`src/hw/rtl/jbt_pkg.sv`:
```
// ----------------------------------------------------------------------------
// jbt_pkg
// Shared types and constants of the JSON byte tokenizer: event kinds, error
// codes, the result record and the queue geometry.
// ----------------------------------------------------------------------------
package jbt_pkg;

	// Event kinds carried on the token channel.
	localparam logic [3:0] EV_LBRACE  = 4'd0;
	localparam logic [3:0] EV_RBRACE  = 4'd1;
	localparam logic [3:0] EV_LBRACK  = 4'd2;
	localparam logic [3:0] EV_RBRACK  = 4'd3;
	localparam logic [3:0] EV_COMMA   = 4'd4;
	localparam logic [3:0] EV_COLON   = 4'd5;
	localparam logic [3:0] EV_STRBYTE = 4'd6;
	localparam logic [3:0] EV_STREND  = 4'd7;
	localparam logic [3:0] EV_NUMBYTE = 4'd8;
	localparam logic [3:0] EV_NUMEND  = 4'd9;
	localparam logic [3:0] EV_NULL    = 4'd10;
	localparam logic [3:0] EV_TRUE    = 4'd11;
	localparam logic [3:0] EV_FALSE   = 4'd12;
	localparam logic [3:0] EV_EOS     = 4'd13;
	localparam logic [3:0] EV_ERROR   = 4'd14;

	// Error codes.
	localparam logic [2:0] ERR_NONE      = 3'd0;
	localparam logic [2:0] ERR_LITERAL   = 3'd1;
	localparam logic [2:0] ERR_HEX       = 3'd2;
	localparam logic [2:0] ERR_ESCAPE    = 3'd3;
	localparam logic [2:0] ERR_UNTERM    = 3'd4;

	// At most this many events leave for one input byte.
	localparam int MAX_RES = 3;

	// Result queue geometry.
	localparam int Q_DEPTH = 8;
	localparam int Q_AW    = $clog2(Q_DEPTH);
	localparam int Q_CW    = $clog2(Q_DEPTH + 1);
	// A byte may enter only if two bursts still fit behind the queued events.
	localparam int Q_READY_MAX = Q_DEPTH - 2 * MAX_RES;

	typedef struct packed {
		logic [3:0] kind;
		logic [7:0] value;
		logic [2:0] err;
		logic       last;
	} res_t;

	// Events produced by the lexer in one cycle, oldest in entry 0.
	typedef struct packed {
		res_t [MAX_RES-1:0] res;
		logic [1:0]         count;
	} push_t;

	typedef struct packed {
		logic idle;
		logic err;
	} status_t;

endpackage

```
`src/hw/rtl/jbt_if.sv`:
```
// ----------------------------------------------------------------------------
// jbt_byte_if / jbt_token_if
// Valid/ready channels of the tokenizer: input bytes and token events.
// ----------------------------------------------------------------------------
interface jbt_byte_if;
	logic       valid;
	logic       ready;
	logic [7:0] data_byte;
	logic       end_of_input;

	modport source (output valid, output data_byte, output end_of_input, input ready);
	modport sink   (input valid, input data_byte, input end_of_input, output ready);
endinterface

interface jbt_token_if;
	logic       valid;
	logic       ready;
	logic [3:0] event_kind;
	logic [7:0] value_byte;
	logic [2:0] error_code;
	logic       last_of_run;

	modport source (output valid, output event_kind, output value_byte,
		output error_code, output last_of_run, input ready);
	modport sink   (input valid, input event_kind, input value_byte,
		input error_code, input last_of_run, output ready);
endinterface

```
`src/hw/rtl/jbt_lexer.sv`:
```
// ----------------------------------------------------------------------------
// jbt_lexer
// Lexer state and the combinational decode of one byte into zero to three
// token events.
// ----------------------------------------------------------------------------
module jbt_lexer
	import jbt_pkg::*;
(
	input  logic       clk,
	input  logic       arst_n,
	input  logic       valid,
	input  logic [7:0] data_byte,
	input  logic       end_of_input,
	output push_t      push,
	output status_t    status
);

	typedef enum logic [7:0] {
		M_IDLE    = 8'b0000_0001,
		M_SLASH   = 8'b0000_0010,
		M_COMMENT = 8'b0000_0100,
		M_LITERAL = 8'b0000_1000,
		M_STRING  = 8'b0001_0000,
		M_ESCAPE  = 8'b0010_0000,
		M_UNICODE = 8'b0100_0000,
		M_NUMBER  = 8'b1000_0000
	} mode_t;

	mode_t       mode_q, mode_d;
	logic [1:0]  lit_sel_q, lit_sel_d;
	logic [2:0]  lit_pos_q, lit_pos_d;
	logic [15:0] cp_q, cp_d;
	logic [1:0]  hex_cnt_q, hex_cnt_d;
	logic [2:0]  phase_q, phase_d;
	logic        err_q, err_d;

	res_t [MAX_RES-1:0] res;
	logic [1:0]         n;

	function automatic res_t mk(input logic [3:0] kind, input logic [7:0] value,
		input logic [2:0] err);
		return '{kind: kind, value: value, err: err, last: 1'b0};
	endfunction

	// Expected byte of a literal after its first letter.
	function automatic logic [7:0] lit_char(input logic [1:0] sel, input logic [2:0] pos);
		logic [7:0] ch;
		ch = 8'h00;
		case (sel)
			2'd0: case (pos[1:0])
				2'd0: ch = "u";
				2'd1: ch = "l";
				2'd2: ch = "l";
				default: ch = 8'h00;
			endcase
			2'd1: case (pos[1:0])
				2'd0: ch = "r";
				2'd1: ch = "u";
				2'd2: ch = "e";
				default: ch = 8'h00;
			endcase
			default: case (pos[1:0])
				2'd0: ch = "a";
				2'd1: ch = "l";
				2'd2: ch = "s";
				default: ch = "e";
			endcase
		endcase
		return ch;
	endfunction

	// Returns {is_hex, value}.
	function automatic logic [4:0] hex_val(input logic [7:0] c);
		logic [4:0] r;
		r = 5'd0;
		if (c >= "0" && c <= "9")
			r = {1'b1, 4'(c - 8'h30)};
		else if (c >= "a" && c <= "f")
			r = {1'b1, 4'(c - 8'h57)};
		else if (c >= "A" && c <= "F")
			r = {1'b1, 4'(c - 8'h37)};
		return r;
	endfunction

	always_comb begin
		logic       do_num;
		logic       do_idle;
		logic       dig;
		logic       ex;
		logic       acc;
		logic [2:0] ph;
		logic [4:0] hx;
		logic [1:0] sel;
		logic [2:0] len;
		logic [15:0] cp;
		logic [7:0] c;

		c         = data_byte;
		mode_d    = mode_q;
		lit_sel_d = lit_sel_q;
		lit_pos_d = lit_pos_q;
		cp_d      = cp_q;
		hex_cnt_d = hex_cnt_q;
		phase_d   = phase_q;
		err_d     = err_q;
		res       = '0;
		n         = 2'd0;
		do_num    = 1'b0;
		do_idle   = 1'b0;
		ph        = phase_q;
		acc       = 1'b0;
		dig       = (c >= "0" && c <= "9");
		ex        = (c == "e" || c == "E");
		hx        = hex_val(c);
		sel       = (lit_sel_q > 2'd2) ? 2'd0 : lit_sel_q;
		len       = (sel == 2'd2) ? 3'd4 : 3'd3;
		cp        = {cp_q[11:0], hx[3:0]};

		if (end_of_input) begin
			if (!err_q) begin
				unique case (mode_q)
					M_SLASH: begin
						res[n] = mk(EV_NUMBYTE, "/", ERR_NONE); n = n + 2'd1;
						res[n] = mk(EV_NUMEND, 8'h00, ERR_NONE); n = n + 2'd1;
					end
					M_NUMBER: begin
						res[n] = mk(EV_NUMEND, 8'h00, ERR_NONE); n = n + 2'd1;
					end
					M_LITERAL: begin
						res[n] = mk(EV_ERROR, 8'h00, ERR_LITERAL); n = n + 2'd1;
					end
					M_STRING, M_UNICODE: begin
						res[n] = mk(EV_ERROR, 8'h00, ERR_UNTERM); n = n + 2'd1;
					end
					M_ESCAPE: begin
						res[n] = mk(EV_ERROR, 8'h00, ERR_ESCAPE); n = n + 2'd1;
					end
					default: ;
				endcase
			end
			res[n] = mk(EV_EOS, 8'h00, ERR_NONE); n = n + 2'd1;
			mode_d    = M_IDLE;
			lit_sel_d = '0;
			lit_pos_d = '0;
			cp_d      = '0;
			hex_cnt_d = '0;
			phase_d   = '0;
			err_d     = 1'b0;
		end else if (!err_q) begin
			unique case (mode_q)
				M_SLASH: begin
					if (c == "/") begin
						mode_d = M_COMMENT;
					end else begin
						// A lone slash opens a number that starts with the slash.
						res[n] = mk(EV_NUMBYTE, "/", ERR_NONE); n = n + 2'd1;
						ph     = 3'd0;
						do_num = 1'b1;
					end
				end
				M_COMMENT: begin
					if (c == 8'h0A)
						mode_d = M_IDLE;
				end
				M_LITERAL: begin
					if (lit_pos_q >= len || c != lit_char(sel, lit_pos_q)) begin
						res[n] = mk(EV_ERROR, 8'h00, ERR_LITERAL); n = n + 2'd1;
						err_d  = 1'b1;
						mode_d = M_IDLE;
					end else if (lit_pos_q + 3'd1 == len) begin
						res[n] = mk(EV_NULL + {2'b00, sel}, 8'h00, ERR_NONE); n = n + 2'd1;
						mode_d    = M_IDLE;
						lit_pos_d = 3'd0;
					end else begin
						lit_pos_d = lit_pos_q + 3'd1;
					end
				end
				M_STRING: begin
					if (c == 8'h22) begin
						res[n] = mk(EV_STREND, 8'h00, ERR_NONE); n = n + 2'd1;
						mode_d = M_IDLE;
					end else if (c == 8'h5C) begin
						mode_d = M_ESCAPE;
					end else begin
						res[n] = mk(EV_STRBYTE, c, ERR_NONE); n = n + 2'd1;
					end
				end
				M_ESCAPE: begin
					case (c)
						8'h22, "/", 8'h5C: begin
							res[n] = mk(EV_STRBYTE, c, ERR_NONE); n = n + 2'd1;
							mode_d = M_STRING;
						end
						"b": begin
							res[n] = mk(EV_STRBYTE, 8'h08, ERR_NONE); n = n + 2'd1;
							mode_d = M_STRING;
						end
						"f": begin
							res[n] = mk(EV_STRBYTE, 8'h0C, ERR_NONE); n = n + 2'd1;
							mode_d = M_STRING;
						end
						"n": begin
							res[n] = mk(EV_STRBYTE, 8'h0A, ERR_NONE); n = n + 2'd1;
							mode_d = M_STRING;
						end
						"r": begin
							res[n] = mk(EV_STRBYTE, 8'h0D, ERR_NONE); n = n + 2'd1;
							mode_d = M_STRING;
						end
						"t": begin
							res[n] = mk(EV_STRBYTE, 8'h09, ERR_NONE); n = n + 2'd1;
							mode_d = M_STRING;
						end
						"u": begin
							mode_d    = M_UNICODE;
							cp_d      = '0;
							hex_cnt_d = '0;
						end
						default: begin
							res[n] = mk(EV_ERROR, 8'h00, ERR_ESCAPE); n = n + 2'd1;
							err_d  = 1'b1;
							mode_d = M_IDLE;
						end
					endcase
				end
				M_UNICODE: begin
					if (!hx[4]) begin
						res[n] = mk(EV_ERROR, 8'h00, ERR_HEX); n = n + 2'd1;
						err_d  = 1'b1;
						mode_d = M_IDLE;
					end else begin
						cp_d = cp;
						if (hex_cnt_q == 2'd3) begin
							// Fourth digit: emit the code point as UTF-8.
							if (cp <= 16'h007F) begin
								res[n] = mk(EV_STRBYTE, cp[7:0], ERR_NONE); n = n + 2'd1;
							end else if (cp <= 16'h07FF) begin
								res[n] = mk(EV_STRBYTE, {3'b110, cp[10:6]}, ERR_NONE);
								n = n + 2'd1;
								res[n] = mk(EV_STRBYTE, {2'b10, cp[5:0]}, ERR_NONE);
								n = n + 2'd1;
							end else begin
								res[n] = mk(EV_STRBYTE, {4'b1110, cp[15:12]}, ERR_NONE);
								n = n + 2'd1;
								res[n] = mk(EV_STRBYTE, {2'b10, cp[11:6]}, ERR_NONE);
								n = n + 2'd1;
								res[n] = mk(EV_STRBYTE, {2'b10, cp[5:0]}, ERR_NONE);
								n = n + 2'd1;
							end
							hex_cnt_d = 2'd0;
							mode_d    = M_STRING;
						end else begin
							hex_cnt_d = hex_cnt_q + 2'd1;
						end
					end
				end
				M_NUMBER: begin
					do_num = 1'b1;
				end
				default: begin
					do_idle = 1'b1;
				end
			endcase

			if (do_num) begin
				phase_d = ph;
				case (ph)
					3'd0: begin
						if (c == "-" || dig) begin
							acc = 1'b1; phase_d = 3'd1;
						end else if (c == ".") begin
							acc = 1'b1; phase_d = 3'd2;
						end else if (ex) begin
							acc = 1'b1; phase_d = 3'd3;
						end
					end
					3'd1: begin
						if (dig) begin
							acc = 1'b1;
						end else if (c == ".") begin
							acc = 1'b1; phase_d = 3'd2;
						end else if (ex) begin
							acc = 1'b1; phase_d = 3'd3;
						end
					end
					3'd2: begin
						if (dig) begin
							acc = 1'b1;
						end else if (ex) begin
							acc = 1'b1; phase_d = 3'd3;
						end
					end
					3'd3: begin
						if (c == "+" || c == "-" || dig) begin
							acc = 1'b1; phase_d = 3'd4;
						end
					end
					3'd4: acc = dig;
					default: acc = 1'b0;
				endcase
				if (acc) begin
					res[n] = mk(EV_NUMBYTE, c, ERR_NONE); n = n + 2'd1;
					mode_d = M_NUMBER;
				end else begin
					res[n] = mk(EV_NUMEND, 8'h00, ERR_NONE); n = n + 2'd1;
					do_idle = 1'b1;
				end
			end

			if (do_idle) begin
				mode_d = M_IDLE;
				if (!((c >= 8'h09 && c <= 8'h0D) || c == 8'h20)) begin
					case (c)
						"{": begin res[n] = mk(EV_LBRACE, 8'h00, ERR_NONE); n = n + 2'd1; end
						"}": begin res[n] = mk(EV_RBRACE, 8'h00, ERR_NONE); n = n + 2'd1; end
						"[": begin res[n] = mk(EV_LBRACK, 8'h00, ERR_NONE); n = n + 2'd1; end
						"]": begin res[n] = mk(EV_RBRACK, 8'h00, ERR_NONE); n = n + 2'd1; end
						",": begin res[n] = mk(EV_COMMA, 8'h00, ERR_NONE); n = n + 2'd1; end
						":": begin res[n] = mk(EV_COLON, 8'h00, ERR_NONE); n = n + 2'd1; end
						"n": begin mode_d = M_LITERAL; lit_sel_d = 2'd0; lit_pos_d = 3'd0; end
						"t": begin mode_d = M_LITERAL; lit_sel_d = 2'd1; lit_pos_d = 3'd0; end
						"f": begin mode_d = M_LITERAL; lit_sel_d = 2'd2; lit_pos_d = 3'd0; end
						8'h22: mode_d = M_STRING;
						"/": mode_d = M_SLASH;
						default: begin
							res[n] = mk(EV_NUMBYTE, c, ERR_NONE); n = n + 2'd1;
							mode_d  = M_NUMBER;
							phase_d = 3'd0;
						end
					endcase
				end
			end
		end

		for (int i = 0; i < MAX_RES; i++)
			res[i].last = (n != 2'd0) && (2'(i) == n - 2'd1);
	end

	always_ff @(posedge clk or negedge arst_n) begin
		if (!arst_n) begin
			mode_q    <= M_IDLE;
			lit_sel_q <= '0;
			lit_pos_q <= '0;
			cp_q      <= '0;
			hex_cnt_q <= '0;
			phase_q   <= '0;
			err_q     <= 1'b0;
		end else if (valid) begin
			mode_q    <= mode_d;
			lit_sel_q <= lit_sel_d;
			lit_pos_q <= lit_pos_d;
			cp_q      <= cp_d;
			hex_cnt_q <= hex_cnt_d;
			phase_q   <= phase_d;
			err_q     <= err_d;
		end
	end

	assign push.res   = res;
	assign push.count = valid ? n : 2'd0;

	assign status.idle = (mode_q == M_IDLE);
	assign status.err  = err_q;

endmodule

```
`src/hw/rtl/jbt_queue.sv`:
```
// ----------------------------------------------------------------------------
// jbt_queue
// Result queue that takes up to three events per cycle and hands out one.
// ----------------------------------------------------------------------------
module jbt_queue
	import jbt_pkg::*;
(
	input  logic            clk,
	input  logic            arst_n,
	input  push_t           push,
	input  logic            pop,
	output res_t            head,
	output logic [Q_CW-1:0] count
);

	res_t            mem [Q_DEPTH];
	logic [Q_AW-1:0] wr_ptr_q;
	logic [Q_AW-1:0] rd_ptr_q;
	logic [Q_CW-1:0] count_q;

	always_ff @(posedge clk) begin
		for (int i = 0; i < MAX_RES; i++) begin
			if (2'(i) < push.count)
				mem[wr_ptr_q + Q_AW'(i)] <= push.res[i];
		end
	end

	always_ff @(posedge clk or negedge arst_n) begin
		if (!arst_n) begin
			wr_ptr_q <= '0;
			rd_ptr_q <= '0;
			count_q  <= '0;
		end else begin
			wr_ptr_q <= wr_ptr_q + Q_AW'(push.count);
			rd_ptr_q <= rd_ptr_q + Q_AW'(pop);
			count_q  <= count_q + Q_CW'(push.count) - Q_CW'(pop);
		end
	end

	assign head  = mem[rd_ptr_q];
	assign count = count_q;

endmodule

```
`src/hw/rtl/json_byte_tokenizer.sv`:
```
// ----------------------------------------------------------------------------
// json_byte_tokenizer
// JSON lexer: one input byte per transaction, token events out.
// ----------------------------------------------------------------------------
// Usage: bytes carries one JSON character per transaction, or an end-of-input
// marker. tokens carries one event per transaction; the events caused by one
// byte leave in order and the final one has last_of_run set. Whitespace,
// line comments and the openings of strings and literals cause no event.
// A byte is registered when it is taken, decoded in the next cycle and its
// zero to three events are written into an eight-entry queue; the first
// event can be taken once it is in the queue. The block takes one byte
// every cycle while the queue holds at most two events; the queue depth and
// the three-event worst case per byte set that bound. With the receiver
// always ready and at most one event per byte on average, the rate is one
// byte per cycle. When the receiver stalls, events wait in the queue and
// bytes keep flowing until it fills past that mark, then ready drops.
// After a lexical error the block emits one error event and ignores bytes
// until end of input, which always produces an end-of-stream event and
// returns the lexer to idle. Reset empties the queue and the input stage and
// puts the lexer in idle with no error.
// ----------------------------------------------------------------------------
module json_byte_tokenizer
	import jbt_pkg::*;
(
	input  logic clk,
	input  logic arst_n,
	jbt_byte_if.sink    bytes,
	jbt_token_if.source tokens
);

	// Input stage: the accepted byte is held here while the lexer decodes it.
	logic       valid_s1;
	logic [7:0] data_s1;
	logic       eoi_s1;

	push_t            lex_push;
	status_t          lex_status;
	res_t             head;
	logic [Q_CW-1:0]  q_count;
	logic             take_in;
	logic             pop;

	// Worst case, the byte in the input stage and the one taken now both
	// produce three events before anything leaves.
	assign bytes.ready = (q_count <= Q_CW'(Q_READY_MAX));
	assign take_in     = bytes.valid && bytes.ready;

	always_ff @(posedge clk or negedge arst_n) begin
		if (!arst_n)
			valid_s1 <= 1'b0;
		else
			valid_s1 <= take_in;
	end

	always_ff @(posedge clk) begin
		if (take_in) begin
			data_s1 <= bytes.data_byte;
			eoi_s1  <= bytes.end_of_input;
		end
	end

	jbt_lexer u_lexer (
		.clk          (clk),
		.arst_n       (arst_n),
		.valid        (valid_s1),
		.data_byte    (data_s1),
		.end_of_input (eoi_s1),
		.push         (lex_push),
		.status       (lex_status)
	);

	// The queue parts the decode from the receiver; its head is the output.
	jbt_queue u_queue (
		.clk    (clk),
		.arst_n (arst_n),
		.push   (lex_push),
		.pop    (pop),
		.head   (head),
		.count  (q_count)
	);

	assign tokens.valid       = (q_count != '0);
	assign pop                = tokens.valid && tokens.ready;
	assign tokens.event_kind  = head.kind;
	assign tokens.value_byte  = head.value;
	assign tokens.error_code  = head.err;
	assign tokens.last_of_run = head.last;

	// The ready threshold must keep the queue from overflowing.
	a_no_overflow: assert property (@(posedge clk) disable iff (!arst_n)
		q_count <= Q_CW'(Q_DEPTH))
		else $error("result queue overflow");

	// End of input always produces at least the end-of-stream event.
	a_eoi_emits: assert property (@(posedge clk) disable iff (!arst_n)
		valid_s1 && eoi_s1 |-> lex_push.count != 2'd0)
		else $error("end of input produced no event");

	// End of input leaves the lexer idle with the error cleared.
	a_eoi_clears: assert property (@(posedge clk) disable iff (!arst_n)
		valid_s1 && eoi_s1 |=> lex_status.idle && !lex_status.err)
		else $error("lexer not idle after end of input");

	// A latched error silences ordinary bytes.
	a_err_silent: assert property (@(posedge clk) disable iff (!arst_n)
		valid_s1 && !eoi_s1 && lex_status.err |-> lex_push.count == 2'd0)
		else $error("event emitted while an error is latched");

endmodule

```
`src/flat_wrapper.sv`:
```
// flat-port wrapper written by rule: the top's interface ports become plain ports
module json_byte_tokenizer_flat import jbt_pkg::*;
  (clk, arst_n, bytes_valid, bytes_data_byte, bytes_end_of_input, bytes_ready, tokens_valid, tokens_event_kind, tokens_value_byte, tokens_error_code, tokens_last_of_run, tokens_ready);
  jbt_byte_if bytes_i ();
  jbt_token_if tokens_i ();
  input  logic clk;
  input  logic arst_n;
  input wire logic [$bits(bytes_i.valid)-1:0] bytes_valid;
  input wire logic [$bits(bytes_i.data_byte)-1:0] bytes_data_byte;
  input wire logic [$bits(bytes_i.end_of_input)-1:0] bytes_end_of_input;
  output wire logic [$bits(bytes_i.ready)-1:0] bytes_ready;
  output wire logic [$bits(tokens_i.valid)-1:0] tokens_valid;
  output wire logic [$bits(tokens_i.event_kind)-1:0] tokens_event_kind;
  output wire logic [$bits(tokens_i.value_byte)-1:0] tokens_value_byte;
  output wire logic [$bits(tokens_i.error_code)-1:0] tokens_error_code;
  output wire logic [$bits(tokens_i.last_of_run)-1:0] tokens_last_of_run;
  input wire logic [$bits(tokens_i.ready)-1:0] tokens_ready;
  assign bytes_i.valid = bytes_valid;
  assign bytes_i.data_byte = bytes_data_byte;
  assign bytes_i.end_of_input = bytes_end_of_input;
  assign bytes_ready = bytes_i.ready;
  assign tokens_valid = tokens_i.valid;
  assign tokens_event_kind = tokens_i.event_kind;
  assign tokens_value_byte = tokens_i.value_byte;
  assign tokens_error_code = tokens_i.error_code;
  assign tokens_last_of_run = tokens_i.last_of_run;
  assign tokens_i.ready = tokens_ready;
  json_byte_tokenizer u_core (.clk(clk), .arst_n(arst_n), .bytes(bytes_i), .tokens(tokens_i));
endmodule
```
`config.mk`:
```
export PLATFORM = sky130hd
export DESIGN_NAME = json_byte_tokenizer_flat
export DESIGN_NICKNAME = d
export VERILOG_FILES = /design/src/hw/rtl/jbt_pkg.sv /design/src/hw/rtl/jbt_if.sv /design/src/hw/rtl/jbt_lexer.sv /design/src/hw/rtl/jbt_queue.sv /design/src/hw/rtl/json_byte_tokenizer.sv /design/src/flat_wrapper.sv
export SDC_FILE = /design/constraint.sdc
export NUM_CORES = 1
export LEC_CHECK = 0
export ABC_AREA = 1
export ABC_CLOCK_PERIOD_IN_PS = 5800
export BUFFER_PORTS_ARGS = -buffer_cell sky130_fd_sc_hd__buf_2
export CAP_MARGIN = 20
export CORE_ASPECT_RATIO = 0.5
export CORE_MARGIN = 2
export CORE_UTILIZATION = 30
export DETAILED_ROUTE_END_ITERATION = 8
export PLACE_DENSITY = 0.48
export SKIP_LAST_GASP = 1
export SYNTH_ARGS = -nofsm -noshare
export SYNTH_HDL_FRONTEND = slang
export SYNTH_SLANG_ARGS = --single-unit
```
`constraint.sdc`:
```
create_clock -name clk -period 5.8 [get_ports clk]
set_input_delay 0.58 -clock clk [delete_from_list [all_inputs] [get_ports clk]]
set_output_delay 0.58 -clock clk [all_outputs]
set_load 0.005 [all_outputs]
```
==> flow_summary_export.csv, run 1 <==
group,metric,value,unit
outcome,status,"complete, no violations",
clocking,postCtsSetupRepairBufs,0,
finish,instances_no_fill,2612,
sta,setup_viol,0,
clocking,tritoncts,"yes",
yosys,ys_seq_area_share,36.8,%
die,dieHeight,157,um
global_routing,antenna_found_initial,2,
worst_setup_path,r2r_slack,0.59,ns
yosys,synth_edf_count,137,
route,ant_nets,0,
die,start_util,30.7,%
worst_setup_path,cp_max_fo,16,
min_path,hold_path_class,"in -> async",
clocking,clock_latency,0.48,ns
sta,hold_violations,0,
finish,post-route-util,33.7,%
global_routing,grt_pass1_wl,85500,um
finish,antenna_cells,0,
route,via_per_inst,5.41,
clocking,cts_resized,0,
worst_setup_path,critPathCapture,"u_core.u_queue.mem[1][4]",
die,io_pins,31,
worst_setup_path,crit_path_frequent_cell,"nand2_1",
yosys,synth_fp_nets,2025,
finish,area_growth,9.73,%
worst_setup_path,cp-end-kind,"flop",
die,num_rows,55,
route,drc,0,
finish,seq_area,5170,um2
finish,drive_gt1_share,11.2,%
placed_design,place.port_buffers,30,
pwr,clkPwrFrac,18.6,%
sta,fin_skew,0.0227,ns
route,wl,57600,um
placed_design,globalplace.congestion,0.935,
yosys,ys_warn_count,0,
global_routing,grt_max_degree,75,
sta,period_minus_slack,5.21,ns
sta,max-slew-margin-rel,22.0,%
worst_setup_path,crit_path_start_kind,"flop",
clocking,clock_sinks,179,
flow_run,drv_cap,0,
worst_setup_path,crit_slowest_cell,"nand3_1",
yosys,yosys.area.top_type_share,29.3,%
pwr,p_switching,3510,uW
clocking,hold_buffers,0,
finish,fill_cells,4978,
global_routing,track_usage,23.8,%
placed_design,dp.final_hpwl,39000,um
route,drt_iter0_drc,1602,
global_routing,gr-total-overflow,0,
die,core_area,45700,um2
yosys,async_flop_share,23.5,%
worst_setup_path,crit_type,"reg -> reg",
pwr,power_frac_comb,54.2,%
placed_design,place_ws,0.737,ns
finish,multiInputGateArea,7760,um2
clocking,cts_htree_levels,4,
yosys,syn_area_per_cell,7.12,um2
pwr,seq_power_share,27.2,%
clocking,clkSlewWorstSetupHoldPaths,0.09,ns
worst_setup_path,r2r-start,"u_core.u_lexer.lit_sel_q[0]",
clocking,cts_buffers,17,
finish,final_common_cell,"nand2_1",
yosys,syn-instance-count,1971,
yosys,synth_top_area_cell,"edfxtp_1",
die,fp.dieArea,48600,um2
sta,clock.fmax,192,MHz
yosys,synth_area_leaders,"edfxtp_1 (29%), nand2_1 (17%), nand3_1 (9.2%)",
die,die_w,310,um
sta,tightest_slew,1.17,ns
pwr,switching_share,51.9,%
finish,final_cell_mix,"nand2_1 (628), nand3_1 (259), nor2_1 (230), edfxtp_1 (137), inv_1 (135)",
worst_setup_path,worstPathArrival,5.36,ns
yosys,synthesis.area,14000,um2
sta,fin_crit_sh,89.7,%
pwr,p_leak,0.00703,uW
sta,rsz0062_at_grt,"false",
worst_setup_path,crit_start,"u_core.u_lexer.lit_sel_q[0]",
pwr,internal-power,3260,uW
worst_setup_path,r2r-end,"u_core.u_queue.mem[1][4]",
sta,tns,0,ns
pwr,power_density,440,nW/um2
worst_setup_path,worstPathRequired,5.96,ns
clocking,cts_buffer_depth,2,
yosys,ys_types,59,
clocking,cts_root_buf,"clkbuf_16",
global_routing,grt_pass1_vias,13200,
yosys,synth_seq_cells,179,
placed_design,dp.cells,2580,
route,dr.pass1.iters,6,
worst_setup_path,rr_worst_depth,25,
pwr,peakVddDrop,325,uV
yosys,synthFlopType,"edfxtp_1",
sta,layout_setup_ws,0.595,ns
worst_setup_path,slowest_delay,0.57,ns
sta,finalMaxSlewViolations,0,
route,vias,14100,
route,wl_per_cell,22.0,um
finish,final_nets,2026,
how the worst min path moves through the flow:
stage                                from                     endpoint  slack (ns)  depth (start not counted)
2_1_floorplan                      arst_n       u_core.u_lexer.cp_q[0]        0.28                          0
3_5_place_dp   u_core.u_queue.rd_ptr_q[2]   u_core.u_queue.rd_ptr_q[2]        0.46                          1
5_1_grt                            arst_n  u_core.u_lexer.lit_sel_q[0]        0.25                          2
4_1_cts                            arst_n  u_core.u_lexer.lit_pos_q[1]        0.22                          2
3_3_place_gp   u_core.u_queue.rd_ptr_q[2]   u_core.u_queue.rd_ptr_q[2]        0.46                          1
6_report                           arst_n  u_core.u_lexer.lit_sel_q[0]        0.18                          2
critical path, delay by kind of cell, from the launching register on:
kind / cells / cell delay (ns)
AND/OR/NAND/NOR: 16 / 2.41
flip-flops: 1 / 0.41
adder cells (fa/ha/maj): 4 / 1.14
buffers and inverters: 5 / 0.89
synth_stat cells, types with 19 or more instances:
cell type,instances
nand3_1,259
nor2_1,230
nand2_1,628
nor2_2,21
inv_1,135
edfxtp_1,137
dfrtp_1,41
nand4_1,25
buf_2,19
ha_1,39
clkbuf_1,41
a31oi_1,20
o22ai_1,34
a21oi_1,27
buf_4,19
o21ai_0,130
logic make-up after synthesis:
kind of cell / after synthesis / synth area share, %
AOI/OAI and AO/OA: 248 / 10.1
adders and majority gates: 41 / 3.76
buffers and inverters: 248 / 8.17
xor gates and xnor gates: 7 / 0.437
and+or+nand+nor: 1248 / 40.7
DFF: 179 / 36.8
power by group through the flow:
| stage | combinational (uW) | clock, uW | sequential (uW) |
|---|---|---|---|
| final | 3670 | 1260 | 1840 |
| after global routing | 4020 | 1310 | 1860 |
| after CTS | 3620 | 1270 | 1840 |
| after detailed placement | 3610 | 0 | 1870 |
| after global placement | 3610 | 0 | 1870 |
| after floorplan | 2390 | 0 | 1790 |
flip-flops by register name (all words and copies together) (netlist names):
signal and flops:
u_core.u_queue.mem 128, u_core.u_lexer.cp_q 12, u_core.data_s1 8, u_core.u_lexer.mode_q 8
u_core.u_queue.count 4, u_core.u_lexer.lit_pos_q 3, u_core.u_lexer.phase_q 3, u_core.u_queue.rd_ptr_q 3
u_core.u_queue.wr_ptr_q 3, u_core.u_lexer.hex_cnt_q 2, u_core.u_lexer.lit_sel_q 2, u_core.eoi_s1 1
u_core.u_lexer.err_q 1, u_core.valid_s1 1
metrics by stage:
stage / hold slack [ns] / area (um2) / total power, uW
floorplan: 0.284 / 14000 / 4190
global placement: 0.456 / 14800 / 5470
detailed placement: 0.460 / 14800 / 5480
CTS: 0.220 / 15400 / 6730
global route: 0.250 / 15400 / 7190
finish: 0.179 / 15400 / 6770
layout make-up:
type,count,share of cell area (%)
Clock buffer,17,2.76
Clock inverter,15,1.13
Inverter,155,3.79
Timing Repair Buffer,75,3.27
Tap cell,627,5.09
Multi-Input combinational cell,1544,50.4
Sequential cell,179,33.5
layer usage:
metal | track usage (%) | wire, um | vias to the layer above
met5 | 0 | 0 | -
met4 | 8.88 | 2020 | 0
met3 | 5.86 | 5010 | 128
met2 | 36.8 | 25100 | 708
met1 | 32.2 | 25400 | 6692
li1 | - | - | 6592
(Power assumes the default switching activity.)
==> run 2: changes to the inputs <==
Settings changed: CAP_MARGIN 20 to 10, PLACE_DENSITY 0.48 to default, SYNTH_HIERARCHICAL from default to 1.
==> flow_summary_export.csv, run 2 <==
group,metric,value,unit
sta,period_minus_slack,5.39,ns
route,vias,15000,
global_routing,grt_pass1_vias,14100,
finish,seq_area,5170,um2
sta,hold_violations,0,
finish,largest_register,"u_core/u_queue/mem",
pwr,peakVddDrop,663,uV
yosys,syn_area_per_cell,6.91,um2
worst_setup_path,crit_family,"simple AND/OR/NAND/NOR gates",
global_routing,grt_pass1_wl,81200,um
sta,tightest_slew,0.878,ns
yosys,syn-instance-count,2118,
yosys,synthesis.area,14600,um2
worst_setup_path,crit_slowest_cell,"dfrtp_1",
worst_setup_path,cp-end-kind,"flop",
sta,max-slew-margin-rel,41.5,%
clocking,clkSlewWorstSetupHoldPaths,0.08,ns
global_routing,track_usage,20.3,%
die,dieHeight,160,um
worst_setup_path,worstPathRequired,5.94,ns
die,num_rows,57,
route,drc,0,
sta,fin_skew,0.0142,ns
worst_setup_path,path_buf_inv,6,
placed_design,place.port_buffers,30,
finish,largest_register_ffs,128,
finish,area_growth,9.30,%
sta,setup_viol,0,
route,wl_per_cell,18.6,um
placed_design,dp.final_hpwl,35900,um
worst_setup_path,slowest_delay,0.44,ns
route,wl,51600,um
sta,finalMaxSlewViolations,0,
finish,final_common_cell,"nand2_1",
global_routing,antenna_found_initial,0,
sta,fin_crit_sh,93.0,%
finish,antenna_cells,0,
die,die_w,316,um
placed_design,globalplace.congestion,0.961,
route,dr.pass1.iters,5,
sta,clock.fmax,185,MHz
clocking,clock_latency,0.46,ns
finish,final_nets,2164,
pwr,p_total,6400,uW
global_routing,grt_max_degree,69,
die,io_pins,31,
pwr,power_density,400,nW/um2
clocking,cts_buffers,17,
clocking,clock_sinks,179,
finish,post-route-util,33.1,%
worst_setup_path,cp_max_fo,16,
clocking,tritoncts,"yes",
clocking,cts_root_buf,"clkbuf_16",
global_routing,gr-total-overflow,0,
finish,drive_gt1_share,11.9,%
pwr,p_leak,0.00745,uW
worst_setup_path,crit_path_frequent_cell,"nand2_1",
finish,final_cell_mix,"nand2_1 (665), nand3_1 (197), nor2_1 (186), inv_1 (166), nand4_1 (142)",
route,ant_nets,0,
finish,multiInputGateArea,7970,um2
die,start_util,30.3,%
worst_setup_path,worstPathArrival,5.53,ns
worst_setup_path,crit_path_start_kind,"flop",
route,via_per_inst,5.39,
die,fp.dieArea,50700,um2
finish,top_regs,"u_core/u_queue/mem x128, u_core/u_lexer/cp_q x12",
die,core_area,48400,um2
route,drt_iter0_drc,1634,
flow_run,drv_cap,0,
clocking,cts_htree_levels,4,
yosys,ys_warn_count,6,
outcome,status,"complete, no violations",
finish,fill_cells,5228,
clocking,cts_buffer_depth,2,
min_path,hold_path_class,"in -> async",
worst_setup_path,crit_type,"reg -> reg",
## run 2: final timing paths
check / startpoint / to / slack [ns] / depth (start not counted)
worst max-delay path: u_core/u_lexer/lit_pos_q[0] / u_core/u_queue/mem[3][9] / 0.41 / 34
worst max register to register: u_core/u_lexer/lit_pos_q[0] / u_core/u_queue/mem[3][9] / 0.41 / 34
worst min-delay path: arst_n / u_core/u_lexer/cp_q[11] / 0.20 / 2
max in group asynchronous: arst_n / u_core/u_queue/rd_ptr_q[1] / 5.14 / 2
min in group clk: bytes_end_of_input / u_core/eoi_s1 / 0.29 / 1
worst min register to register: u_core/u_lexer/hex_cnt_q[0] / u_core/u_lexer/hex_cnt_q[0] / 0.50 / 1
## run 2: through the flow
step	setup WS, ns	TNS [ns]	area, um2	cells	hold slack, ns
global placement	0.557	0	15400	2735	0.484
detailed placement	0.370	0	15400	2735	0.484
global route	-0.0125	-0.0676	16000	2773	0.253
floorplan	0.643	0	14700	2123	0.284
CTS	0.354	0	15900	2766	0.227
finish	0.409	0	16000	2773	0.203
## run 2: worst reg2reg max path, delay by kind of cell, from the launching register on
family          cells  cell delay (ns)
fa+ha+maj           3             0.85
buf+inv             6             0.90
compound gates      1             0.17
flops               1             0.44
simple gates       24             2.69
## run 2: what timing repair did
item,4_1_cts,5_1_grt
resized for setup,0,2
hold buffers,0,0
setup buffers,0,7
endpoints found under the setup margin,0,227
## run 2: cell type report
class	count	share of cell area [%]
Clock inverter	13	0.946
Timing Repair Buffer	103	4.44
Sequential cell	179	32.3
Inverter	197	4.73
Tap cell	649	5.07
Multi-Input combinational cell	1614	49.8
Clock buffer	18	2.68
## run 2: power by group
part / internal, uW / switching [uW] / total, uW
Clock: 641 / 573 / 1210
Combinational: 898 / 2520 / 3420
Sequential: 1620 / 149 / 1770
## run 2: per-layer routing
metal  track usage [%]  up-vias  share of wire, %
li1                  -     7097                 -
met1              27.8     6994                43
met2              32.4      767                45
met3              3.23       96               8.6
met4              7.05        0               2.7
met5                 0        -                 0
==> run 3: changes to the inputs <==
Settings changed: SYNTH_HIERARCHICAL 1 to default.
==> flow_summary_export.csv, run 3 (synthesized netlist as in run 1, its figures left out) <==
group,metric,value,unit
pwr,power_density,431,nW/um2
outcome,status,"complete, no violations",
placed_design,place.port_buffers,30,
sta,period_minus_slack,5.16,ns
sta,tightest_slew,1.27,ns
die,die_w,310,um
global_routing,track_usage,21.6,%
route,drt_iter0_drc,1877,
die,io_pins,31,
sta,rsz0062_at_grt,"false",
pwr,peakVddDrop,365,uV
worst_setup_path,worstPathArrival,5.34,ns
pwr,p_leak,0.00701,uW
finish,area_growth,9.58,%
route,wl_per_cell,19.9,um
clocking,cts_buffer_depth,2,
finish,final_cell_mix,"nand2_1 (628), nand3_1 (259), nor2_1 (230), edfxtp_1 (137), inv_1 (135)",
route,wl,52000,um
route,via_per_inst,5.38,
global_routing,antenna_found_initial,2,
clocking,cts_resized,0,
route,vias,14000,
clocking,cts_htree_levels,4,
route,ant_nets,0,
worst_setup_path,crit_path_start_kind,"flop",
clocking,hold_buffers,0,
placed_design,globalplace.congestion,0.944,
finish,multiInputGateArea,7760,um2
worst_setup_path,crit_slowest_cell,"edfxtp_1",
route,drc,0,
worst_setup_path,cp_max_fo,16,
worst_setup_path,r2r-start,"u_core.data_s1[1]",
sta,tns,0,ns
sta,hold_violations,0,
clocking,cts_root_buf,"clkbuf_16",
worst_setup_path,crit_family,"simple AND/OR/NAND/NOR gates",
sta,fin_crit_sh,89.0,%
worst_setup_path,slowest_delay,0.55,ns
clocking,cts_buffers,17,
sta,finalMaxSlewViolations,0,
die,fp.dieArea,48600,um2
finish,fill_cells,4895,
route,dr.pass1.iters,6,
worst_setup_path,rr_worst_depth,19,
global_routing,grt_pass1_vias,13100,
finish,drive_gt1_share,11.0,%
sta,clock.fmax,194,MHz
placed_design,dp.final_hpwl,36900,um
finish,largest_register,"u_core.u_queue.mem",
global_routing,gr-total-overflow,0,
finish,final_nets,2022,
worst_setup_path,path_buf_inv,4,
worst_setup_path,crit_type,"reg -> reg",
clocking,tritoncts,"yes",
die,num_rows,55,
worst_setup_path,worstPathRequired,5.97,ns
worst_setup_path,cp-end-kind,"flop",
clocking,clock_sinks,179,
worst_setup_path,r2r_slack,0.64,ns
global_routing,grt_max_degree,67,
global_routing,grt_pass1_wl,79600,um
worst_setup_path,crit_path_frequent_cell,"nand3_1",
sta,max-slew-margin-rel,14.9,%
die,start_util,30.7,%
clocking,clock_latency,0.48,ns
clocking,clkSlewWorstSetupHoldPaths,0.08,ns
worst_setup_path,r2r-end,"u_core.u_queue.mem[2][9]",
min_path,hold_path_class,"in -> async",
worst_setup_path,cp_cell_sequence,"inv_1 -> ha_1 -> inv_1 -> nand3_1 -> nand3_2 -> nand2_4 -> nand2_2 -> nor2_1 -> inv_1 -> ha_1 -> nand2_1 -> nand2_2 -> ha_1 -> nand3_1 -> nand3_2 -> nand2_4 -> nand3_1 -> nand3_1 -> buf_4",
finish,largest_register_ffs,128,
flow_run,drv_cap,0,
finish,top_regs,"u_core.u_queue.mem x128, u_core.u_lexer.cp_q x12",
sta,setup_viol,0,
finish,final_common_cell,"nand2_1",
clocking,postCtsSetupRepairBufs,0,
finish,post-route-util,33.7,%
die,dieHeight,157,um
sta,fin_skew,0.0191,ns
die,core_area,45700,um2
finish,seq_area,5170,um2
[run 3: cell types whose count changed in the layout (fill, tap and decap cells not counted), sizes merged, moves of 8 or more]
cell / before / now
nand4: 146 / 34
inv: 198 / 162
a21oi: 51 / 32
nand2: 698 / 649
nor2: 210 / 264
o22ai: 26 / 34
a31oi: 5 / 21
o21ai: 163 / 134
nand3: 212 / 269
buf: 103 / 71
[run 3: layer usage]
metal  share of wire, %  GRT usage, %  wire (um)
met5              0.025             0         13
met4                3.1          7.11       1590
met2                 45          34.4      23100
met3                 10          4.86       5410
met1                 42          29.1      21800
[run 3: per-stage QoR]
step | total power, uW | worst slack, ns | hold slack [ns] | instances | instance area (um2)
6_report | 6630 | 0.636 | 0.184 | 2609 | 15400
5_1_grt | 7060 | 0.134 | 0.243 | 2608 | 15400
4_1_cts | 6600 | 0.681 | 0.200 | 2608 | 15400
3_5_place_dp | 5400 | 0.677 | 0.494 | 2576 | 14800
3_3_place_gp | 5360 | 0.872 | 0.483 | 2576 | 14800
2_1_floorplan | 4190 | 1.39 | 0.284 | 1971 | 14000
[run 3: worst max-delay path by stage]
stage / from / end / slack, ns / depth (start not counted)
after floorplan: u_core.u_lexer.lit_sel_q[0] / u_core.u_queue.mem[1][0] / 1.39 / 32
after global routing: u_core.u_lexer.lit_sel_q[0] / u_core.u_queue.mem[3][10] / 0.13 / 30
after global placement: u_core.u_lexer.lit_sel_q[0] / u_core.u_queue.mem[3][7] / 0.87 / 30
after detailed placement: u_core.data_s1[1] / u_core.u_queue.mem[2][14] / 0.68 / 19
final: u_core.data_s1[1] / u_core.u_queue.mem[2][9] / 0.64 / 19
after CTS: u_core.data_s1[1] / u_core.u_queue.mem[2][9] / 0.68 / 19
[run 3: layout make-up]
type / instances / area share (%)
clock buffer: 18 / 2.79
tap: 627 / 5.10
clock inverter: 14 / 1.01
sequential: 179 / 33.6
antenna: 1 / 0.0163
timing repair buffer: 71 / 3.22
multi-input combinational: 1544 / 50.5
inverter: 155 / 3.80
[run 3: power by group]
| part | internal [uW] | leakage, uW | switching [uW] | total [uW] |
|---|---|---|---|---|
| logic | 960 | 0.00489 | 2630 | 3590 |
| registers | 1700 | 0.00183 | 137 | 1840 |
| clock network | 581 | 0.000285 | 621 | 1200 |
| total | 3240 | 0.00701 | 3390 | 6630 |
